File: config.mk
export PLATFORM = sky130hd
export DESIGN_NAME = xtea_half_round
export DESIGN_NICKNAME = d
export VERILOG_FILES = /design/src/rtl/core/xtea_pkg.sv /design/src/rtl/core/xtea_half_round.sv
export SDC_FILE = /design/constraint.sdc
export NUM_CORES = 1
export LEC_CHECK = 0
export ABC_CLOCK_PERIOD_IN_PS = 1500
export BUFFER_PORTS_ARGS = -buffer_cell sky130_fd_sc_hd__buf_2
export CORE_ASPECT_RATIO = 1.4
export CORE_MARGIN = 2
export CORE_UTILIZATION = 56
export DETAILED_ROUTE_END_ITERATION = 10
export PLACE_DENSITY_LB_ADDON = 0.1
export SYNTH_ARGS = -nofsm -noshare
export SYNTH_HDL_FRONTEND = slang
export SYNTH_SLANG_ARGS = --single-unit
File: constraint.sdc
create_clock -name clk_i -period 1.5 [get_ports clk_i]
set_clock_uncertainty 0.15 [all_clocks]
set_input_delay 0.075 -clock clk_i [delete_from_list [all_inputs] [get_ports clk_i]]
set_output_delay 0.075 -clock clk_i [all_outputs]
set_load 0.005 [all_outputs]
File: src/rtl/core/xtea_pkg.sv
// ----------------------------------------------------------------------------
// XTEA package
// Types, constants and elaboration-time helpers shared by the XTEA encrypt core.
// ----------------------------------------------------------------------------
package xtea_pkg;

  localparam int unsigned WordW    = 32;
  localparam int unsigned KeyWords = 4;
  localparam int unsigned CfgIdxW  = 2;
  localparam int unsigned Rounds   = 32;

  typedef logic [WordW-1:0] word_t;

  localparam word_t Delta = 32'h9E37_79B9;

  // One 64-bit block as two big-endian halves.
  typedef struct packed {
    word_t high;
    word_t low;
  } block_t;

  // Configuration register indexes.
  typedef enum logic [CfgIdxW-1:0] {
    CfgKey0 = 2'd0,
    CfgKey1 = 2'd1,
    CfgKey2 = 2'd2,
    CfgKey3 = 2'd3
  } cfg_reg_e;

  // Running sum after the given number of delta additions, modulo 2^32.
  function automatic word_t round_sum(int unsigned num_adds);
    word_t adds;
    adds = word_t'(num_adds);
    return word_t'(adds * Delta);
  endfunction

endpackage

File: src/rtl/core/xtea_half_round.sv
// ----------------------------------------------------------------------------
// XTEA half-round stage
// One registered Feistel half-round: updates either the high or the low half
// with a fixed running sum and the key word chosen for this stage.
// ----------------------------------------------------------------------------
module xtea_half_round #(
  parameter logic [31:0] SumConst    = '0,
  parameter bit          UpdateHigh  = 1'b1
) (
  input  logic            clk_i,
  input  logic            rst_ni,
  input  logic            en_i,
  input  logic            valid_i,
  input  xtea_pkg::block_t blk_i,
  input  xtea_pkg::word_t  key_i,
  output logic            valid_o,
  output xtea_pkg::block_t blk_o
);
  import xtea_pkg::*;

  word_t  src;
  word_t  mix;
  word_t  keyed;
  block_t blk_d;
  block_t blk_q;
  logic   valid_q;

  // The half that feeds the mix is the one not being updated.
  always_comb begin
    src   = UpdateHigh ? blk_i.low : blk_i.high;
    mix   = ((src << 4) ^ (src >> 5)) + src;
    keyed = mix ^ (SumConst + key_i);
    blk_d = blk_i;
    if (UpdateHigh) begin
      blk_d.high = blk_i.high + keyed;
    end else begin
      blk_d.low = blk_i.low + keyed;
    end
  end

  // Valid bit moves whenever the pipeline advances.
  always_ff @(posedge clk_i or negedge rst_ni) begin
    if (!rst_ni) begin
      valid_q <= 1'b0;
    end else if (en_i) begin
      valid_q <= valid_i;
    end
  end

  // Data register loads only with a valid word.
  always_ff @(posedge clk_i) begin
    if (en_i && valid_i) begin
      blk_q <= blk_d;
    end
  end

  assign valid_o = valid_q;
  assign blk_o   = blk_q;

endmodule

==> results of run 1 <==
## cells in the mapped netlist (3+ instances only)
cell,instances
a211o_1,3
a211oi_1,3
a21boi_0,3
a21o_1,35
a21oi_1,46
a31oi_1,6
a41oi_1,3
and2_1,6
and3_1,5
clkbuf_1,4
edfxtp_1,64
ha_1,69
inv_1,15
nand2_1,28
nand2b_1,4
nand3_1,18
nand4_1,8
nor2_1,28
nor2b_1,6
nor3_1,10
nor3b_1,4
o2111ai_1,4
o211ai_1,3
o21a_1,7
o21ai_0,25
o31ai_1,3
or2_2,6
or3_1,4
xnor2_1,57
xor2_1,54
## metrics by stage
step            util  cell area [um^2]  setup slack [ps]  hold WS, ps
3_5_place_dp   0.843              8350             -3130         -295
3_3_place_gp   0.843              8350             -2970         -301
2_1_floorplan      -              5850             -2730         -371
## kinds of logic after synthesis
kind of cell / Yosys count
adder cells (fa/ha/maj): 71
flip-flops: 65
AND/OR/NAND/NOR: 134
AO/OA/AOI/OAI: 160
multiplexers: 1
buffers and inverters: 22
XOR/XNOR: 111
==> results.py, run 1 <==
metrics = {
    "logic_synthesis": {
        "yosysWarningCount": 0,
        "yosys.area.top_type_share": 0.337,
        "synth_cell_types": 58,
        "ys_ff_latch": 65,
        "syn-instance-count": 564,
        "synth_top_family_by_area": "compound AO/OA/AOI/OAI gates",
        "syn-cell-area_um2": 5710,
        "synthMuxAreaShare": 0.00197,
        "synth_area_per_cell_um2": 10.1,
        "synth_xor_area_frac": 0.170,
        "synth_edf_count": 64,
        "synthArstFlopShare": 0.0154,
        "synth-compound-area-share": 0.193,
        "synth-simple-area-share": 0.119,
        "synthAdderAreaFrac": 0.158,
        "synth_seq_area_share": 0.341,
        "syn_nets": 735,
        "synth_ff_type": "edfxtp_1",
        "synth.area.top_cells": "edfxtp_1, ha_1, xnor2_1, xor2_1, a21o_1",
        "yosysTopAreaCell": "edfxtp_1",
    },
    "clock_network": {
        "post_cts_resized": 120,
        "ctsHoldBuffers": 36,
        "cts_inserted_buffers": 9,
        "cts.sinks": 65,
        "cts_setup_buffers": 33,
        "clock_path_buffers": 2,
        "cts-root-buf": "clkbuf_16",
        "ctsHtreeMaxLevel": 3,
    },
    "status": {
        "stop_stage": "clock tree synthesis (4_1_cts)",
        "stop_error": "[ERROR DPL-0033] detailed placement checks failed during check placement.",
        "status": "did not finish",
    },
    "placement": {
        "place_inst": 1061,
        "port_buffers": 164,
        "hpwl_um": 15400,
        "routabilityCongestion": 0.991,
    },
    "die": {
        "rows": 43,
        "ios": 165,
        "chipWidth_um": 89.3,
        "initial_core_util": 0.576,
        "die_y_um": 123,
    },
}
==> run 2: changes to the inputs <==
CORE_ASPECT_RATIO = unset   (was 1.4)
CORE_UTILIZATION = 40   (was 56)
PLACE_DENSITY_LB_ADDON = 0.15   (was 0.1)
==> results.py, run 2 <==
metrics = {
    "clock_network": {
        "cts_tree": "done",
        "cts_inserted_buffers": 9,
        "clock_path_buffers": 2,
        "cts.sinks": 65,
        "ctsHtreeMaxLevel": 3,
        "ctsHoldBuffers": 36,
        "cts.clk_slew.worst_paths_ps": 70,
        "clk-insertion-delay-late_ps": 340,
        "cts-root-buf": "clkbuf_16",
    },
    "logic_synthesis": {
        "yosysWarningCount": 0,
        "synth_most_common_cell": "ha_1",
        "yosys-top-cells-count": "ha_1, edfxtp_1, xnor2_1",
        "yosysTopAreaCell": "edfxtp_1",
        "syn-cell-area_um2": 5710,
        "yosys.area.top_type_share": 0.337,
        "synth_seq_area_share": 0.341,
        "synth_cell_types": 58,
        "ys_ff_latch": 65,
        "syn-instance-count": 564,
        "synth.area.top_cells": "edfxtp_1, ha_1, xnor2_1, xor2_1, a21o_1",
        "syn_nets": 735,
        "synthArstFlopShare": 0.0154,
        "synth_area_per_cell_um2": 10.1,
        "synth_edf_count": 64,
        "synth_ff_type": "edfxtp_1",
    },
    "drt": {
        "drcViolationCount": 0,
        "wl_um": 21800,
        "viasPerCell": 5.27,
        "routed-via-count": 6363,
        "drtIter0Drc": 481,
        "ant_nets": 0,
        "wl_per_cell_um": 18.1,
        "dr.pass1.iters": 5,
    },
    "placement": {
        "port_buffers": 164,
        "place_area_um2": 8480,
        "hpwl_um": 15000,
        "routabilityCongestion": 0.925,
        "place_inst": 1116,
        "dp_slack_ps": -3090,
    },
    "setup_path": {
        "slowest_stage": "a221o_1",
        "end_kind": "register",
        "worstSetupStartpointType": "input pin",
        "crit_type": "in2reg",
        "critPathArrivalTime_ps": 4100,
        "crit_required_ps": 1440,
        "slowest_delay_ps": 350,
        "worstPathMaxFanout": 4,
        "worstPathCellList": "buf_2, xor2_1, ha_1, buf_4, nand2_1, nand2_1, a221o_1, a41o_2, a21bo_2, a21o_1, a21oi_2, xnor2_1, ha_1, buf_4, a221o_1, a211o_1, o211ai_1, nand3_1, a41o_1, a21oi_2, xnor2_1",
    },
    "timing": {
        "min_period_over_period": 2.77,
        "final.setup.worst_slack_ps": -2660,
        "slew_viol_final": 0,
        "rsz0062_at_grt": "true",
        "setup_viol": 31,
        "fmax_mhz": 240,
        "tightest_slew_ps": 443,
        "hold_ws_ps": -23.7,
        "hold_viol": 1,
        "min_period_ps": 4160,
        "max-slew-margin-rel": 0.702,
    },
    "die": {
        "core_area_um2": 13900,
        "dieArea_um2": 15200,
        "rows": 43,
        "ios": 165,
        "die_y_um": 123,
        "initial_core_util": 0.411,
        "chipWidth_um": 123,
    },
    "cells_and_area": {
        "area_delta_synth_final_pct": 82.5,
        "largest_register_ffs": 64,
        "stdcell_count": 1208,
        "finish.instance_area_um2": 10400,
        "final_common_cell": "buf_4",
        "drive_above_1_share": 0.558,
        "final_cell_mix": "buf_4, buf_2, edfxtp_1",
        "fillers": 910,
        "fin_nets": 1192,
    },
    "worst_hold_path": {
        "hold_class": "in2reg",
    },
    "power_and_ir_drop": {
        "swShare": 0.375,
        "leakagePower_nw": 4.83,
        "seq_power_share": 0.187,
        "pwr-share-clk": 0.160,
        "combPwrFrac": 0.653,
        "p_sw_w": 0.00519,
        "cellInternalPower_w": 0.00866,
        "powerDensity_nw_per_um2": 1330,
        "vdd_drop_max_mv": 0.674,
        "power.total_w": 0.0139,
    },
    "global_route": {
        "grt_max_degree": 65,
        "grt_pass1_wl_um": 32600,
        "grt_overflow": 0,
        "first_global_vias": 6638,
        "track_usage": 0.276,
        "antenna_found_initial": 2,
    },
    "status": {
        "status": "complete, but fails checks",
        "violations": "hold timing, setup timing",
    },
    "job": {
        "drv_cap": 0,
    },
}
## run 2: cell counts after synthesis
Identical to the previous run, type by type.
## run 2: final timing paths
| path | endpoint | slack (ps) | startpoint | cells past startpoint |
|---|---|---|---|---|
| setup / recovery | blk_o[60] | -2660 | blk_i[14] | 21 |
| max in group asynchronous | valid_o | 660 | rst_ni | 3 |
| min in group asynchronous | valid_o | 440 | rst_ni | 3 |
| hold / removal | blk_o[33] | -20 | blk_i[33] | 2 |
| setup reg to reg | valid_o | 50 | valid_o | 2 |
| hold reg to reg | valid_o | 900 | valid_o | 2 |
## run 2: power groups by stage
| stage | combinational, W | sequential, W | clock [W] |
|---|---|---|---|
| 6_report | 0.00904 | 0.00259 | 0.00221 |
| 5_1_grt | 0.00971 | 0.00263 | 0.00232 |
| 3_5_place_dp | 0.00688 | 0.00263 | 0 |
| 3_3_place_gp | 0.00674 | 0.00263 | 0 |
| 2_1_floorplan | 0.00375 | 0.00268 | 0 |
| 4_1_cts | 0.00789 | 0.00260 | 0.00221 |
## run 2: cell type report
cell class | instances | area, um^2 | area share
multi-input combinational | 477 | 4590 | 0.441
timing repair buffer | 453 | 3280 | 0.315
sequential | 65 | 1950 | 0.187
clock buffer | 9 | 225 | 0.0216
tap | 180 | 225 | 0.0216
clock inverter | 7 | 78.8 | 0.00757
inverter | 15 | 56.3 | 0.00541
antenna | 2 | 5.00 | 0.000481
## run 2: logic make-up after synthesis
logic type / share of synthesized area
AOI/OAI and AO/OA: 0.193
and+or+nand+nor: 0.119
xor gates and xnor gates: 0.170
adders and majority gates: 0.158
DFF: 0.341
buffers and inverters: 0.0160
muxes: 0.00197
## run 2: critical path, delay by kind of cell
family | cells | cell delay (ps)
AOI/OAI and AO/OA | 10 | 2180
adders and majority gates | 2 | 560
buffers and inverters | 3 | 460
xor gates and xnor gates | 3 | 450
and+or+nand+nor | 3 | 350
## run 2: metrics by stage
stage | hold slack (ps) | utilization | TNS (ps)
3_5_place_dp | -295 | 0.611 | -66360
4_1_cts | -18.4 | 0.703 | -52030
3_3_place_gp | -301 | 0.611 | -63720
5_1_grt | -5.17 | 0.750 | -59690
2_1_floorplan | -371 | - | -50060
6_report | -23.7 | 0.750 | -55960
## run 2: layer usage
metal | vias up | part of all wire | track usage
met1 | 3023 | 0.42 | 0.341
met5 | - | 0.00060 | 0
met3 | 62 | 0.059 | 0.0572
met2 | 257 | 0.49 | 0.476
li1 | 3019 | - | -
met4 | 2 | 0.029 | 0.0987
## run 2: what timing repair did
action,CTS,global route
endpoints found under the hold margin,35,1
setup buffers,20,27
gates resized for setup,99,88
setup endpoints to repair,31,31
pin swaps,80,89
(Power assumes the default switching activity.)
